===== config.mk =====
export PLATFORM = sky130hd
export DESIGN_NAME = servo_angle_slew_limiter
export DESIGN_NICKNAME = d
export VERILOG_FILES = /design/src/design/svsl_pkg.sv /design/src/design/servo_angle_slew_limiter.sv /design/src/design/svsl_cfg_regs.sv /design/src/design/svsl_pulse2deg.sv /design/src/design/svsl_core.sv
export SDC_FILE = /design/constraint.sdc
export NUM_CORES = 1
export LEC_CHECK = 0
export CAP_MARGIN = 10
export CORE_MARGIN = 8
export CORE_UTILIZATION = 40
export CTS_CLUSTER_DIAMETER = 50
export DETAILED_ROUTE_END_ITERATION = 8
export DONT_BUFFER_PORTS = 1
export PLACE_DENSITY_LB_ADDON = 0.1
export SYNTH_ARGS = -nofsm -noshare
export SYNTH_HDL_FRONTEND = slang
export SYNTH_SLANG_ARGS = --single-unit

===== constraint.sdc =====
create_clock -name clk_i -period 16.5 [get_ports clk_i]
set_clock_uncertainty 0.05 [all_clocks]
set_input_delay 0.825 -clock clk_i [delete_from_list [all_inputs] [get_ports clk_i]]
set_output_delay 0.825 -clock clk_i [all_outputs]
set_load 0.05 [all_outputs]

===== src/design/svsl_pkg.sv =====
// Package for the servo angle slew limiter: shared types, constants and helpers.
`default_nettype none

package svsl_pkg;

  // Field widths
  localparam int unsigned PULSE_W = 12;
  localparam int unsigned STEP_W  = 10;
  localparam int unsigned DEG_W   = 8;
  localparam int unsigned CMD_W   = 2;
  localparam int unsigned ADDR_W  = 5;
  localparam int unsigned DATA_W  = 32;

  // Conversion constants
  localparam logic [PULSE_W-1:0] PULSE_OFFSET = 12'd544;
  localparam logic [DEG_W-1:0]   MAX_DEG      = 8'd180;

  // floor(deg*31/3) as one product: 31*43691, shift 17 (exact for deg*31 < 98304)
  localparam logic [20:0] A2P_MULT  = 21'd1354421;
  localparam int unsigned A2P_SHIFT = 17;
  // floor(x*3/31) as one product: 3*16913, shift 19 (exact for 3x < 34952)
  localparam logic [15:0] P2A_MULT  = 16'd50739;
  localparam int unsigned P2A_SHIFT = 19;

  // Register reset values
  localparam logic [PULSE_W-1:0] RST_MIN_PULSE   = 12'd544;
  localparam logic [PULSE_W-1:0] RST_MAX_PULSE   = 12'd2400;
  localparam logic [PULSE_W-1:0] RST_START_PULSE = 12'd1472;
  localparam logic [STEP_W-1:0]  RST_STEP_SIZE   = 10'd0;

  // Register indexes (paddr[4:2])
  localparam logic [2:0] REG_MIN_PULSE   = 3'd0;
  localparam logic [2:0] REG_MAX_PULSE   = 3'd1;
  localparam logic [2:0] REG_START_PULSE = 3'd2;
  localparam logic [2:0] REG_INVERTED    = 3'd3;
  localparam logic [2:0] REG_STEP_SIZE   = 3'd4;

  typedef enum logic [CMD_W-1:0] {
    CMD_SET_TARGET = 2'd0,
    CMD_TICK       = 2'd1,
    CMD_HOME       = 2'd2
  } cmd_e;

  typedef struct packed {
    logic [PULSE_W-1:0] min_pulse;
    logic [PULSE_W-1:0] max_pulse;
    logic [PULSE_W-1:0] start_pulse;
    logic               inverted;
    logic [STEP_W-1:0]  step_size;
  } cfg_t;

  // When the limits cross, a value below the low limit gives the low limit and any other value gives the high limit.
  function automatic logic [PULSE_W-1:0] clamp_pulse(
    input logic [PULSE_W-1:0] p,
    input logic [PULSE_W-1:0] lo,
    input logic [PULSE_W-1:0] hi
  );
    logic [PULSE_W-1:0] r;
    if (p < lo) begin
      r = lo;
    end else if (p > hi) begin
      r = hi;
    end else begin
      r = p;
    end
    return r;
  endfunction

endpackage

`default_nettype wire


===== src/design/servo_angle_slew_limiter.sv =====
// Top level of the servo angle slew limiter: handshake pipeline and result register.
`default_nettype none

// Servo joint controller with a slew-limited pulse width. Each input beat
// carries a command (set target, tick, home) and an angle; each one yields
// exactly one result beat with the pulse width and the position, target,
// min and max angles after that command. The block takes one beat per
// cycle while the output accepts results; a beat passes through the
// input register, the state register (updated as the beat leaves the
// input register) and the result register, and back pressure on the
// output stalls the pipe stage by stage without losing a beat. Set
// target saturates the angle to 180, mirrors it when inverted,
// maps it to deg*31/3 + 544 and clamps to the min/max pulse registers; tick
// moves the position by at most step_size and lands on the target exactly;
// home loads both pulses from start_pulse unclamped. Configuration sits on
// an APB port (register i at byte 4*i, pready tied high) and must only be
// written while no beat is in flight. No clearing pass after reset.
module servo_angle_slew_limiter (
  input  wire logic                         clk_i,
  input  wire logic                         rst_ni,
  // configuration port
  input  wire logic                         psel,
  input  wire logic                         penable,
  input  wire logic                         pwrite,
  input  wire logic [svsl_pkg::ADDR_W-1:0]  paddr,
  input  wire logic [svsl_pkg::DATA_W-1:0]  pwdata,
  output logic      [svsl_pkg::DATA_W-1:0]  prdata,
  output logic                              pready,
  // input channel
  input  wire logic                         in_valid_i,
  output logic                              in_ready_o,
  input  wire logic [svsl_pkg::CMD_W-1:0]   command_i,
  input  wire logic [svsl_pkg::DEG_W-1:0]   angle_deg_i,
  // result channel
  output logic                              out_valid_o,
  input  wire logic                         out_ready_i,
  output logic      [svsl_pkg::PULSE_W-1:0] pulse_width_o,
  output logic      [svsl_pkg::DEG_W-1:0]   position_deg_o,
  output logic      [svsl_pkg::DEG_W-1:0]   target_deg_o,
  output logic      [svsl_pkg::DEG_W-1:0]   min_deg_o,
  output logic      [svsl_pkg::DEG_W-1:0]   max_deg_o
);

  svsl_pkg::cfg_t cfg;

  svsl_cfg_regs u_cfg (
    .clk_i   (clk_i),
    .rst_ni  (rst_ni),
    .psel    (psel),
    .penable (penable),
    .pwrite  (pwrite),
    .paddr   (paddr),
    .pwdata  (pwdata),
    .prdata  (prdata),
    .pready  (pready),
    .cfg_o   (cfg)
  );

  // Pipe control. Stage 1 holds the input beat, stage 2 is the state
  // register itself (its valid bit marks a beat whose effect is in the
  // state but not yet reported), stage 3 is the result register.
  logic                         s1_valid_q, s1_valid_d;
  logic [svsl_pkg::CMD_W-1:0]   s1_cmd_q;
  logic [svsl_pkg::DEG_W-1:0]   s1_angle_q;
  logic                         s2_valid_q, s2_valid_d;
  logic                         out_valid_q, out_valid_d;
  logic                         out_free, s2_move, s2_free, s1_move, in_take;

  assign out_free   = !out_valid_q || out_ready_i;
  assign s2_move    = s2_valid_q && out_free;
  assign s2_free    = !s2_valid_q || s2_move;
  assign s1_move    = s1_valid_q && s2_free;
  assign in_ready_o = !s1_valid_q || s1_move;
  assign in_take    = in_valid_i && in_ready_o;

  always_comb begin
    s1_valid_d  = in_take ? 1'b1 : (s1_move ? 1'b0 : s1_valid_q);
    s2_valid_d  = s1_move ? 1'b1 : (s2_move ? 1'b0 : s2_valid_q);
    out_valid_d = s2_move ? 1'b1 : (out_ready_i ? 1'b0 : out_valid_q);
  end

  always_ff @(posedge clk_i or negedge rst_ni) begin
    if (!rst_ni) begin
      s1_valid_q  <= 1'b0;
      s2_valid_q  <= 1'b0;
      out_valid_q <= 1'b0;
    end else begin
      s1_valid_q  <= s1_valid_d;
      s2_valid_q  <= s2_valid_d;
      out_valid_q <= out_valid_d;
    end
  end

  always_ff @(posedge clk_i) begin
    if (in_take) begin
      s1_cmd_q   <= command_i;
      s1_angle_q <= angle_deg_i;
    end
  end

  // state update happens as the beat leaves stage 1
  logic [svsl_pkg::PULSE_W-1:0] position, target;

  svsl_core u_core (
    .clk_i      (clk_i),
    .rst_ni     (rst_ni),
    .adv_i      (s1_move),
    .cmd_i      (s1_cmd_q),
    .angle_i    (s1_angle_q),
    .cfg_i      (cfg),
    .position_o (position),
    .target_o   (target)
  );

  // back conversion to degrees, one converter per reported angle
  logic [svsl_pkg::DEG_W-1:0] pos_deg, tgt_deg, min_deg, max_deg;

  svsl_pulse2deg u_p2d_pos (
    .pulse_i     (position),
    .min_pulse_i (cfg.min_pulse),
    .max_pulse_i (cfg.max_pulse),
    .inverted_i  (cfg.inverted),
    .deg_o       (pos_deg)
  );

  svsl_pulse2deg u_p2d_tgt (
    .pulse_i     (target),
    .min_pulse_i (cfg.min_pulse),
    .max_pulse_i (cfg.max_pulse),
    .inverted_i  (cfg.inverted),
    .deg_o       (tgt_deg)
  );

  svsl_pulse2deg u_p2d_min (
    .pulse_i     (cfg.min_pulse),
    .min_pulse_i (cfg.min_pulse),
    .max_pulse_i (cfg.max_pulse),
    .inverted_i  (cfg.inverted),
    .deg_o       (min_deg)
  );

  svsl_pulse2deg u_p2d_max (
    .pulse_i     (cfg.max_pulse),
    .min_pulse_i (cfg.min_pulse),
    .max_pulse_i (cfg.max_pulse),
    .inverted_i  (cfg.inverted),
    .deg_o       (max_deg)
  );

  // result register
  logic [svsl_pkg::PULSE_W-1:0] pulse_q;
  logic [svsl_pkg::DEG_W-1:0]   pos_deg_q, tgt_deg_q, min_deg_q, max_deg_q;

  always_ff @(posedge clk_i) begin
    if (s2_move) begin
      pulse_q   <= position;
      pos_deg_q <= pos_deg;
      tgt_deg_q <= tgt_deg;
      min_deg_q <= min_deg;
      max_deg_q <= max_deg;
    end
  end

  assign out_valid_o    = out_valid_q;
  assign pulse_width_o  = pulse_q;
  assign position_deg_o = pos_deg_q;
  assign target_deg_o   = tgt_deg_q;
  assign min_deg_o      = min_deg_q;
  assign max_deg_o      = max_deg_q;

endmodule

`default_nettype wire


===== src/design/svsl_cfg_regs.sv =====
// APB register file for the servo slew limiter configuration.
`default_nettype none

module svsl_cfg_regs (
  input  wire logic                        clk_i,
  input  wire logic                        rst_ni,
  input  wire logic                        psel,
  input  wire logic                        penable,
  input  wire logic                        pwrite,
  input  wire logic [svsl_pkg::ADDR_W-1:0] paddr,
  input  wire logic [svsl_pkg::DATA_W-1:0] pwdata,
  output logic      [svsl_pkg::DATA_W-1:0] prdata,
  output logic                             pready,
  output svsl_pkg::cfg_t                   cfg_o
);

  svsl_pkg::cfg_t cfg_q, cfg_d;
  logic [2:0]     reg_idx;
  logic           wr_en;

  assign pready  = 1'b1;
  assign reg_idx = paddr[4:2];
  assign wr_en   = psel && penable && pwrite && pready;

  always_comb begin
    cfg_d = cfg_q;
    if (wr_en) begin
      case (reg_idx)
        svsl_pkg::REG_MIN_PULSE:   cfg_d.min_pulse   = pwdata[svsl_pkg::PULSE_W-1:0];
        svsl_pkg::REG_MAX_PULSE:   cfg_d.max_pulse   = pwdata[svsl_pkg::PULSE_W-1:0];
        svsl_pkg::REG_START_PULSE: cfg_d.start_pulse = pwdata[svsl_pkg::PULSE_W-1:0];
        svsl_pkg::REG_INVERTED:    cfg_d.inverted    = pwdata[0];
        svsl_pkg::REG_STEP_SIZE:   cfg_d.step_size   = pwdata[svsl_pkg::STEP_W-1:0];
        default: ;
      endcase
    end
  end

  always_ff @(posedge clk_i or negedge rst_ni) begin
    if (!rst_ni) begin
      cfg_q.min_pulse   <= svsl_pkg::RST_MIN_PULSE;
      cfg_q.max_pulse   <= svsl_pkg::RST_MAX_PULSE;
      cfg_q.start_pulse <= svsl_pkg::RST_START_PULSE;
      cfg_q.inverted    <= 1'b0;
      cfg_q.step_size   <= svsl_pkg::RST_STEP_SIZE;
    end else begin
      cfg_q <= cfg_d;
    end
  end

  always_comb begin
    case (reg_idx)
      svsl_pkg::REG_MIN_PULSE:   prdata = {20'd0, cfg_q.min_pulse};
      svsl_pkg::REG_MAX_PULSE:   prdata = {20'd0, cfg_q.max_pulse};
      svsl_pkg::REG_START_PULSE: prdata = {20'd0, cfg_q.start_pulse};
      svsl_pkg::REG_INVERTED:    prdata = {31'd0, cfg_q.inverted};
      svsl_pkg::REG_STEP_SIZE:   prdata = {22'd0, cfg_q.step_size};
      default:                   prdata = '0;
    endcase
  end

  assign cfg_o = cfg_q;

endmodule

`default_nettype wire


===== src/design/svsl_pulse2deg.sv =====
// Pulse width to angle converter with limit clamp, saturation and mirroring.
`default_nettype none

module svsl_pulse2deg (
  input  wire logic [svsl_pkg::PULSE_W-1:0] pulse_i,
  input  wire logic [svsl_pkg::PULSE_W-1:0] min_pulse_i,
  input  wire logic [svsl_pkg::PULSE_W-1:0] max_pulse_i,
  input  wire logic                         inverted_i,
  output logic      [svsl_pkg::DEG_W-1:0]   deg_o
);

  logic [svsl_pkg::PULSE_W-1:0] p_clamp;
  logic [svsl_pkg::PULSE_W-1:0] p_ofs;
  logic [27:0]                  prod;
  logic [8:0]                   d_raw;
  logic [svsl_pkg::DEG_W-1:0]   d_sat;

  assign p_clamp = svsl_pkg::clamp_pulse(pulse_i, min_pulse_i, max_pulse_i);
  // below the offset reads as 0 degrees before mirroring
  assign p_ofs   = (p_clamp < svsl_pkg::PULSE_OFFSET) ? '0
                                                      : p_clamp - svsl_pkg::PULSE_OFFSET;
  assign prod    = 28'(p_ofs) * 28'(svsl_pkg::P2A_MULT);
  assign d_raw   = prod[svsl_pkg::P2A_SHIFT +: 9];
  assign d_sat   = (d_raw > 9'(svsl_pkg::MAX_DEG)) ? svsl_pkg::MAX_DEG : d_raw[7:0];
  assign deg_o   = inverted_i ? (svsl_pkg::MAX_DEG - d_sat) : d_sat;

endmodule

`default_nettype wire


===== src/design/svsl_core.sv =====
// Position and target state with set-target conversion, slew tick and home.
`default_nettype none

module svsl_core (
  input  wire logic                         clk_i,
  input  wire logic                         rst_ni,
  input  wire logic                         adv_i,
  input  wire logic [svsl_pkg::CMD_W-1:0]   cmd_i,
  input  wire logic [svsl_pkg::DEG_W-1:0]   angle_i,
  input  wire svsl_pkg::cfg_t               cfg_i,
  output logic      [svsl_pkg::PULSE_W-1:0] position_o,
  output logic      [svsl_pkg::PULSE_W-1:0] target_o
);

  logic [svsl_pkg::PULSE_W-1:0] position_q, position_d;
  logic [svsl_pkg::PULSE_W-1:0] target_q, target_d;

  // set target: angle -> pulse
  logic [svsl_pkg::DEG_W-1:0]   deg_sat, deg_m;
  logic [28:0]                  a2p_prod;
  logic [svsl_pkg::PULSE_W-1:0] a2p_raw, a2p_pulse;

  assign deg_sat   = (angle_i > svsl_pkg::MAX_DEG) ? svsl_pkg::MAX_DEG : angle_i;
  assign deg_m     = cfg_i.inverted ? (svsl_pkg::MAX_DEG - deg_sat) : deg_sat;
  assign a2p_prod  = 29'(deg_m) * 29'(svsl_pkg::A2P_MULT);
  assign a2p_raw   = a2p_prod[svsl_pkg::A2P_SHIFT +: svsl_pkg::PULSE_W]
                     + svsl_pkg::PULSE_OFFSET;
  assign a2p_pulse = svsl_pkg::clamp_pulse(a2p_raw, cfg_i.min_pulse, cfg_i.max_pulse);

  // tick: step toward target, land on it when close
  logic [svsl_pkg::PULSE_W-1:0] step_ext, diff_up, diff_dn, tick_pos;

  assign step_ext = {2'd0, cfg_i.step_size};
  assign diff_up  = target_q - position_q;
  assign diff_dn  = position_q - target_q;

  always_comb begin
    if (position_q < target_q) begin
      tick_pos = (diff_up <= step_ext) ? target_q : position_q + step_ext;
    end else if (position_q > target_q) begin
      tick_pos = (diff_dn <= step_ext) ? target_q : position_q - step_ext;
    end else begin
      tick_pos = position_q;
    end
  end

  always_comb begin
    position_d = position_q;
    target_d   = target_q;
    if (adv_i) begin
      case (cmd_i)
        svsl_pkg::CMD_SET_TARGET: target_d = a2p_pulse;
        svsl_pkg::CMD_TICK:       position_d = tick_pos;
        svsl_pkg::CMD_HOME: begin
          position_d = cfg_i.start_pulse;
          target_d   = cfg_i.start_pulse;
        end
        default: ;
      endcase
    end
  end

  always_ff @(posedge clk_i or negedge rst_ni) begin
    if (!rst_ni) begin
      position_q <= svsl_pkg::RST_START_PULSE;
      target_q   <= svsl_pkg::RST_START_PULSE;
    end else begin
      position_q <= position_d;
      target_q   <= target_d;
    end
  end

  assign position_o = position_q;
  assign target_o   = target_q;

`ifndef NO_ASSERTIONS
  a_hold_idle: assert property (@(posedge clk_i) disable iff (!rst_ni)
    !adv_i |=> $stable(position_q) && $stable(target_q))
    else $error("state changed without an advancing beat");

  a_tick_up: assert property (@(posedge clk_i) disable iff (!rst_ni)
    adv_i && cmd_i == svsl_pkg::CMD_TICK && position_q <= target_q
    |=> position_q >= $past(position_q) && position_q <= target_q)
    else $error("upward tick overshot the target");

  a_tick_dn: assert property (@(posedge clk_i) disable iff (!rst_ni)
    adv_i && cmd_i == svsl_pkg::CMD_TICK && position_q >= target_q
    |=> position_q <= $past(position_q) && position_q >= target_q)
    else $error("downward tick overshot the target");

  a_home: assert property (@(posedge clk_i) disable iff (!rst_ni)
    adv_i && cmd_i == svsl_pkg::CMD_HOME
    |=> position_q == target_q && position_q == $past(cfg_i.start_pulse))
    else $error("home did not load the start pulse");
`endif

endmodule

`default_nettype wire

==> flow_metrics.tcl, run 1 <==
set metrics [dict create \
    status "finished, final reports clean" \
    synth_top_area_share_pct 26.0 \
    ys.flop_type "dfrtp_1" \
    cts-root-buf "clkbuf_16" \
    post-dp-hpwl_um 59600 \
    grt_max_degree 62 \
    start_util_pct 40.5 \
    areaGrowthSynthToFinish_pct 6.01 \
    viasPerCell 5.38 \
    synthesis.area_um2 25100 \
    fillerInstances 6093 \
    hold_viol_final 0 \
    die_x_um 266 \
    cts_buffer_depth 2 \
    first_pass_iters 5 \
    synthTopCellsByArea "ha_1, fa_1, inv_1" \
    synth-edff-count 54 \
    grt_pass1_wl_um 115000 \
    die-area_um2 70900 \
    cts_setup_buffers 0 \
    routedWlPerCell_um 19.5 \
    worstSetupPathType "flip-flop to flip-flop" \
    cts_inserted_buffers 17 \
    tightest_slew_ns 1.17 \
    fin_nets 3631 \
    dp_slack_ns 5.29 \
    route.vias.total 20012 \
    layout_setup_ws_ns 5.25 \
    met1_usage_pct 26.3 \
    tns_ns 0 \
    drc_errors 0 \
    report.final.slew_viol_count 0 \
    hp-class "input port to asynchronous set/reset pin" \
    maxCapViolCount 0 \
    grt_pass1_vias 20374 \
    cpPeakStageDelay_ns 0.67 \
    yosysSeqAreaShare_pct 14.0 \
    n_antenna_cell 0 \
    period_share_pct 68.2 \
    top_usage_layer "met2" \
    cts-resized-gates 0 \
    start_kind "flip-flop" \
    path_clk_slew_ns 0.08 \
    instances_no_fill 3722 \
    drive_gt1_share_pct 6.07 \
    clk-insertion-delay-late_ns 0.49 \
    yosysWarnings 0 \
    fmax_mhz 88.9 \
    rsz0062_at_grt "false" \
    critPathCaptureType "flip-flop" \
    met3_usage_pct 3.11 \
    slew_headroom_pct 21.6 \
    first_iter_violations 1194 \
    htreeDepth 4 \
    synth_cell_type_count 89 \
    synth_area_leader_cell "ha_1" \
    syn_area_per_cell_um2 8.64 \
    antenna_found_initial 1 \
    grtUsageTotal_pct 20.6 \
    gp_congestion 0.897 \
    core_um2 61800 \
    netlist_instances 2901 \
    tritoncts_num_sinks 128 \
    arrival_ns 11.42 \
    cpMaxStageDelayCell "dfrtp_1" \
    wl_um 72700 \
    setup_viol 0 \
    cp_data_required_time_ns 16.67 \
    crit_fanout 27 \
    ant_nets 0 \
    rows 91 \
    port_buffers 0 \
    die-height_um 266 \
    ios 133 \
    dp_cells 3689 \
    ys_ff_latch 128 \
    fin_crit_ns 11.25 \
    cts_tree "yes" \
    grt_overflow_total 0 \
    grt_util_met2_pct 35.6 \
    async_flop_share_pct 57.8 \
]
==> flip-flops by register name, summed over array words and instances (netlist names) <==
signal and flops:
u_core.position_o 12, s1_valid_q 1, u_core.target_o 12, position_deg_o 8
min_deg_o 8, max_deg_o 8, u_cfg.cfg_o 47, s2_valid_q 1
out_valid_o 1, pulse_width_o 12, s1_cmd_q 2, s1_angle_q 8
target_deg_o 8
==> synthesized netlist by cell type (all sizes together) (6+ instances only) <==
library cell and count:
ha 521, inv 511, nor2 200, a21oi 199, fa 184, nand2 173, o21ai 142, xnor2 68
clkbuf 63, a21o 56, dfrtp 56, edfxtp 54, mux2 53, mux2i 51, xor2 40, nand3 39
nand4 38, nor2b 38, nor3 30, buf 29, nand2b 28, a211oi 27, o211ai 26, a31oi 20
or2 20, dfstp 18, and2 17, o21bai 16, o31ai 16, and3 14, nor4 10, a21boi 9
o22ai 9, a211o 8, o21a 8, or3 8, a221o 7, nand3b 7, a221oi 6, a311oi 6
o221ai 6
==> area by class of cell <==
type	instances	area (um^2)	share of cell area, %
flip-flops and latches	128	3500	13.2
inverters	512	1920	7.24
clock buffers	21	493	1.86
multi-input cells	2188	19300	72.7
clock inverters	11	88.8	0.334
repair buffers	25	208	0.782
well taps	837	1050	3.94
==> path summary, 6_finish.rpt <==
| check | slack (ns) | end | cells past startpoint | from |
|---|---|---|---|---|
| setup / recovery | 5.25 | position_deg_o[6] | 42 | u_cfg.cfg_o[30] |
| hold / removal | 0.14 | u_core.position_o[10] | 0 | rst_ni |
| setup reg to reg | 5.25 | position_deg_o[6] | 42 | u_cfg.cfg_o[30] |
| hold reg to reg | 0.46 | out_valid_o | 1 | s2_valid_q |
| max in group asynchronous | 15.97 | u_cfg.cfg_o[30] | 1 | rst_ni |
| min in group clk_i | 0.39 | s1_cmd_q[0] | 0 | command_i[0] |
==> critical path, delay by kind of cell, from the launching register on <==
family	cells	cell delay [ns]
buffers and inverters	6	0.66
AND/OR/NAND/NOR	5	0.88
flip-flops	1	0.67
multiplexers	2	0.40
AO/OA/AOI/OAI	18	4.61
XOR/XNOR	2	0.48
adder cells (fa/ha/maj)	9	3.23
==> per-layer routing <==
layer / part of all wire [%] / vias to the layer above / wire [um]
met3: 4.6 / 95 / 3360
met4: 2.7 / 0 / 1950
met1: 44 / 9688 / 32300
li1: - / 9820 / -
met2: 48 / 409 / 35000
met5: 0 / - / 0
==> through the flow <==
stage,hold WS [ns],instance area (um^2),utilization (%)
global placement,0.426,26000,42.0
global route,0.101,26600,43.0
finish,0.138,26600,43.0
CTS,0.0857,26600,43.0
floorplan,0.408,25100,-
detailed placement,0.432,26000,42.0
==> cell families (layout without fill, tap and decap cells) <==
logic type	Yosys count	count (layout)	synth area share, %
flip-flops	128	128	14.0
adder cells (fa/ha/maj)	705	705	40.7
multiplexers	104	104	4.48
buffers and inverters	604	569	9.41
AO/OA/AOI/OAI	610	610	15.4
XOR/XNOR	108	108	3.81
AND/OR/NAND/NOR	640	640	12.2
other	2	21	0.0300
==> placed cells by master (no fill, tap or decap), types with 21 or more instances in the layout <==
cell        n
ha_1      521
inv_1     511
nor2_1    198
a21oi_1   196
fa_1      184
nand2_1   173
o21ai_0   128
xnor2_1    67
a21o_1     56
dfrtp_1    55
edfxtp_1   54
mux2_2     52
mux2i_1    50
xor2_1     40
nand3_1    39
nand4_1    38
nor2b_1    38
nor3_1     29
nand2b_1   28
o211ai_1   26
a211oi_1   26
buf_4      24
conb_1     21
==> repair_timing <==
action	CTS	global route
setup endpoints to repair	0	0
hold endpoints to repair	56	0
hold buffers	1	0
Power of run 1 is left out: the tool's default activity adds up to more than one toggle a clock period on the data nets, which glitch-free logic cannot reach.
==> run 2, diff against run 1 <==
clock period = 9.2 ns   (was 16.5 ns; I/O delays follow)
==> flow_metrics.tcl, run 2 (synthesis gave the netlist of run 1 again) <==
set metrics [dict create \
    antenna_found_initial 0 \
    die-area_um2 70900 \
    period_share_pct 97.3 \
    ios 133 \
    cts_buffer_depth 2 \
    n_antenna_cell 0 \
    viasPerCell 5.30 \
    fillerInstances 5926 \
    cpPeakStageDelay_ns 0.62 \
    largest_reg_flops 47 \
    port_buffers 0 \
    ant_nets 0 \
    tightest_slew_ns 1.19 \
    fin_nets 4007 \
    hp-class "input port to flip-flop" \
    hold_viol_final 0 \
    route.vias.total 21706 \
    cts_inserted_buffers 17 \
    die-height_um 266 \
    start_util_pct 40.5 \
    setup_viol 0 \
    grt_max_degree 75 \
    maxCapViolCount 0 \
    report.final.slew_viol_count 0 \
    start_kind "flip-flop" \
    final_cell_mix "inv_1, ha_1, buf_4" \
    cts-root-buf "clkbuf_16" \
    cp_data_required_time_ns 9.50 \
    rows 91 \
    utilization_pct 49.8 \
    clk-insertion-delay-late_ns 0.49 \
    core_um2 61800 \
    critPathCaptureType "flip-flop" \
    routedWlPerCell_um 19.3 \
    grt_pass1_vias 22799 \
    path_clk_slew_ns 0.07 \
    arrival_ns 9.25 \
    gp_congestion 0.938 \
    fin_crit_ns 8.95 \
    grt_overflow_total 0 \
    die_x_um 266 \
    cts_tree "yes" \
    worstSetupPathType "flip-flop to flip-flop" \
    areaGrowthSynthToFinish_pct 22.8 \
    post-dp-hpwl_um 65800 \
    rsz0062_at_grt "true" \
    status "finished, final reports clean" \
    slew_headroom_pct 20.3 \
    cpMaxStageDelayCell "fa_2" \
    tritoncts_num_sinks 128 \
    drc_errors 0 \
    wl_um 78900 \
    drive_gt1_share_pct 22.3 \
    grt_pass1_wl_um 124000 \
    grtUsageTotal_pct 22.2 \
    first_iter_violations 1049 \
    fmax_mhz 112 \
    htreeDepth 4 \
    first_pass_iters 5 \
    layout_commonest_cell "inv_1" \
    crit_fanout 5 \
]
run 2: cell types whose count changed in the layout (fill, tap and decap cells not counted), moves of 23 or more:
cell,before,now
a21oi_1,196,161
a21oi_2,2,29
buf_4,24,370
ha_1,521,490
ha_4,0,23
o21ai_0,128,98
run 2: worst paths after layout:
check | start | slack, ns | endpoint | depth (start not counted)
max | s1_angle_q[1] | 0.25 | u_core.target_o[4] | 39
min | pwdata[11] | 0.03 | u_cfg.cfg_o[34] | 2
max reg2reg | s1_angle_q[1] | 0.25 | u_core.target_o[4] | 39
min reg2reg | s1_valid_q | 0.45 | s2_valid_q | 1
max in group asynchronous | rst_ni | 8.25 | u_core.target_o[6] | 2
min in group asynchronous | rst_ni | 0.46 | s1_valid_q | 2
run 2: area by class of cell:
class	instances	area (um^2)	area share [%]
clock inverter	15	183	0.594
clock buffer	17	425	1.38
multi-input combinational	2190	20500	66.7
inverter	512	1930	6.26
timing repair buffer	399	3160	10.3
sequential	128	3500	11.4
tap	837	1050	3.40
run 2: worst max-delay path: cells and delay by family (launching register included):
family	cells	cell delay [ns]
multiplexers	2	0.65
adder cells (fa/ha/maj)	8	2.81
AND/OR/NAND/NOR	11	1.92
buffers and inverters	3	0.23
AO/OA/AOI/OAI	15	2.78
flip-flops	1	0.39
run 2: metrics by stage:
step	instances	TNS [ns]	hold slack [ns]	setup slack (ns)	cell area (um^2)
finish	4098	0	0.0332	0.253	30800
CTS	4058	0	0.00217	0.000230	29500
floorplan	2920	-0.0911	0.114	-0.0868	25300
detailed placement	4001	-4.31	0.117	-0.405	28400
global route	4098	-1.08	0.0191	-0.118	30800
global placement	4001	-1.85	0.117	-0.241	28400
run 2: what timing repair did:
item | 4_1_cts | 5_1_grt
cloned | 1 | 2
setup endpoints to repair | 19 | 28
gates resized for setup | 49 | 225
setup buffers | 12 | 39
pin swaps | 31 | 151
endpoints found under the hold margin | 84 | 0
hold buffers | 12 | 0
run 2: per-layer routing:
| layer | GRT usage, % | up-vias | part of all wire, % |
|---|---|---|---|
| met5 | 0 | - | 0 |
| met4 | 8.22 | 0 | 3.6 |
| met3 | 2.94 | 131 | 4.0 |
| met2 | 38.7 | 467 | 49 |
| met1 | 27.6 | 10519 | 44 |
| li1 | - | 10589 | - |
Power of run 2 is left out for the same reason.
==> run 3, diff against run 2 <==
--- a/config.mk
+++ b/config.mk
@@ -10,2 +10,3 @@
 export CORE_UTILIZATION = 40
+export CTS_BUF_LIST = sky130_fd_sc_hd__clkbuf_8
 export CTS_CLUSTER_DIAMETER = 50
==> constraint.sdc (replaced) <==
create_clock -name clk_i -period 9.2 [get_ports clk_i]
set_clock_uncertainty 0.05 [all_clocks]
set_input_delay 0.92 -clock clk_i [delete_from_list [all_inputs] [get_ports clk_i]]
set_output_delay 0.92 -clock clk_i [all_outputs]
set_load 0.05 [all_outputs]
==> flow_metrics.tcl, run 3 (synthesis gave the netlist of run 1 again) <==
set metrics [dict create \
    ios 133 \
    grt_max_degree 57 \
    fin_crit_ns 9.13 \
    period_share_pct 99.2 \
    drive_gt1_share_pct 24.2 \
    cpPeakStageDelay_ns 0.57 \
    tightest_slew_ns 1.15 \
    cts_buffer_depth 2 \
    maxCapViolCount 0 \
    first_pass_iters 7 \
    worstSetupPathType "flip-flop to flip-flop" \
    rows 91 \
    antenna_found_initial 2 \
    cts_tree "yes" \
    start_kind "flip-flop" \
    fin_hold_ws_ns 0.143 \
    routedWlPerCell_um 19.3 \
    ant_nets 0 \
    slew_headroom_pct 23.1 \
    core_um2 61800 \
    status "finished, final reports clean" \
    rsz0062_at_grt "true" \
    cts-root-buf "clkbuf_8" \
    final_cell_mix "inv_1, ha_1, buf_4" \
    port_buffers 0 \
    critPathCaptureType "flip-flop" \
    path_clk_slew_ns 0.10 \
    drc_errors 0 \
    fmax_mhz 110 \
    start_util_pct 40.5 \
    dp_slack_ns -0.486 \
    htreeDepth 4 \
    fin_nets 4047 \
    crit_fanout 6 \
    cp_data_required_time_ns 9.47 \
    layout_commonest_cell "inv_1" \
    die-height_um 266 \
    grtUsageTotal_pct 22.5 \
    cts_inserted_buffers 17 \
    grt_pass1_wl_um 125000 \
    wl_um 79900 \
    arrival_ns 9.39 \
    tritoncts_num_sinks 128 \
    r2r_start "u_cfg.cfg_o[28]" \
    crit_path_frequent_cell "ha_4" \
    fillerInstances 5828 \
    tns_ns 0 \
    utilization_pct 50.3 \
    grt_pass1_vias 23012 \
    first_iter_violations 1171 \
    clk-insertion-delay-late_ns 0.57 \
    die-area_um2 70900 \
    areaGrowthSynthToFinish_pct 24.1 \
    r2r_slack_ns 0.07 \
    grt_overflow_total 0 \
    post-dp-hpwl_um 66100 \
    hp-class "input port to asynchronous set/reset pin" \
    viasPerCell 5.30 \
    largest_reg_flops 47 \
    cpMaxStageDelayCell "dfstp_2" \
    layout_setup_ws_ns 0.0742 \
    die_x_um 266 \
    setup_viol 0 \
    route.vias.total 21924 \
    hold_viol_final 0 \
    startpoint "u_cfg.cfg_o[28]" \
    gp_congestion 0.926 \
    report.final.slew_viol_count 0 \
]
==> run 3: worst paths after layout <==
check,endpoint,cells past startpoint
setup / recovery,position_deg_o[6],40
hold / removal,u_cfg.cfg_o[28],0
setup reg to reg,position_deg_o[6],40
hold reg to reg,s2_valid_q,1
max in group asynchronous,u_cfg.cfg_o[41],1
min in group clk_i,s1_cmd_q[1],0
==> run 3: repair_timing <==
item / CTS / global route
setup endpoints to repair: 22 / 29
gates cloned: 2 / 0
gates resized for setup: 101 / 213
setup buffers: 27 / 41
hold endpoints to repair: 56 / 0
hold buffers: 1 / 0
pin swaps: 74 / 177
==> run 3: final cells by class <==
class                           count  area [um^2]  share of cell area [%]
Antenna cell                        2         5.00                  0.0161
Clock buffer                       18          248                   0.797
Sequential cell                   128         3500                    11.3
Multi-Input combinational cell   2188        20700                    66.5
Clock inverter                     14          164                   0.527
Inverter                          512         1930                    6.20
Timing Repair Buffer              441         3510                    11.3
Tap cell                          837         1050                    3.37
==> run 3: through the flow <==
stage                     instance area, um^2  instances
final                                   31100       4140
after global routing                    31100       4140
after CTS                               29800       4101
after detailed placement                28700       4039
after global placement                  28700       4039
after floorplan                         25300       2920
==> run 3: routing by layer <==
metal / GRT usage [%] / share of wire (%)
met1: 27.5 / 43
met2: 39.7 / 49
met3: 3.06 / 4.0
met4: 8.50 / 3.6
met5: 0 / 0
==> run 3: critical path, delay by kind of cell (launching register included) <==
family	cells	cell delay, ns
AOI/OAI and AO/OA	18	3.74
xor gates and xnor gates	1	0.10
adders and majority gates	9	2.98
buffers and inverters	6	0.48
DFF	1	0.57
muxes	2	0.44
and+or+nand+nor	4	0.50
Power of run 3 is left out for the same reason.
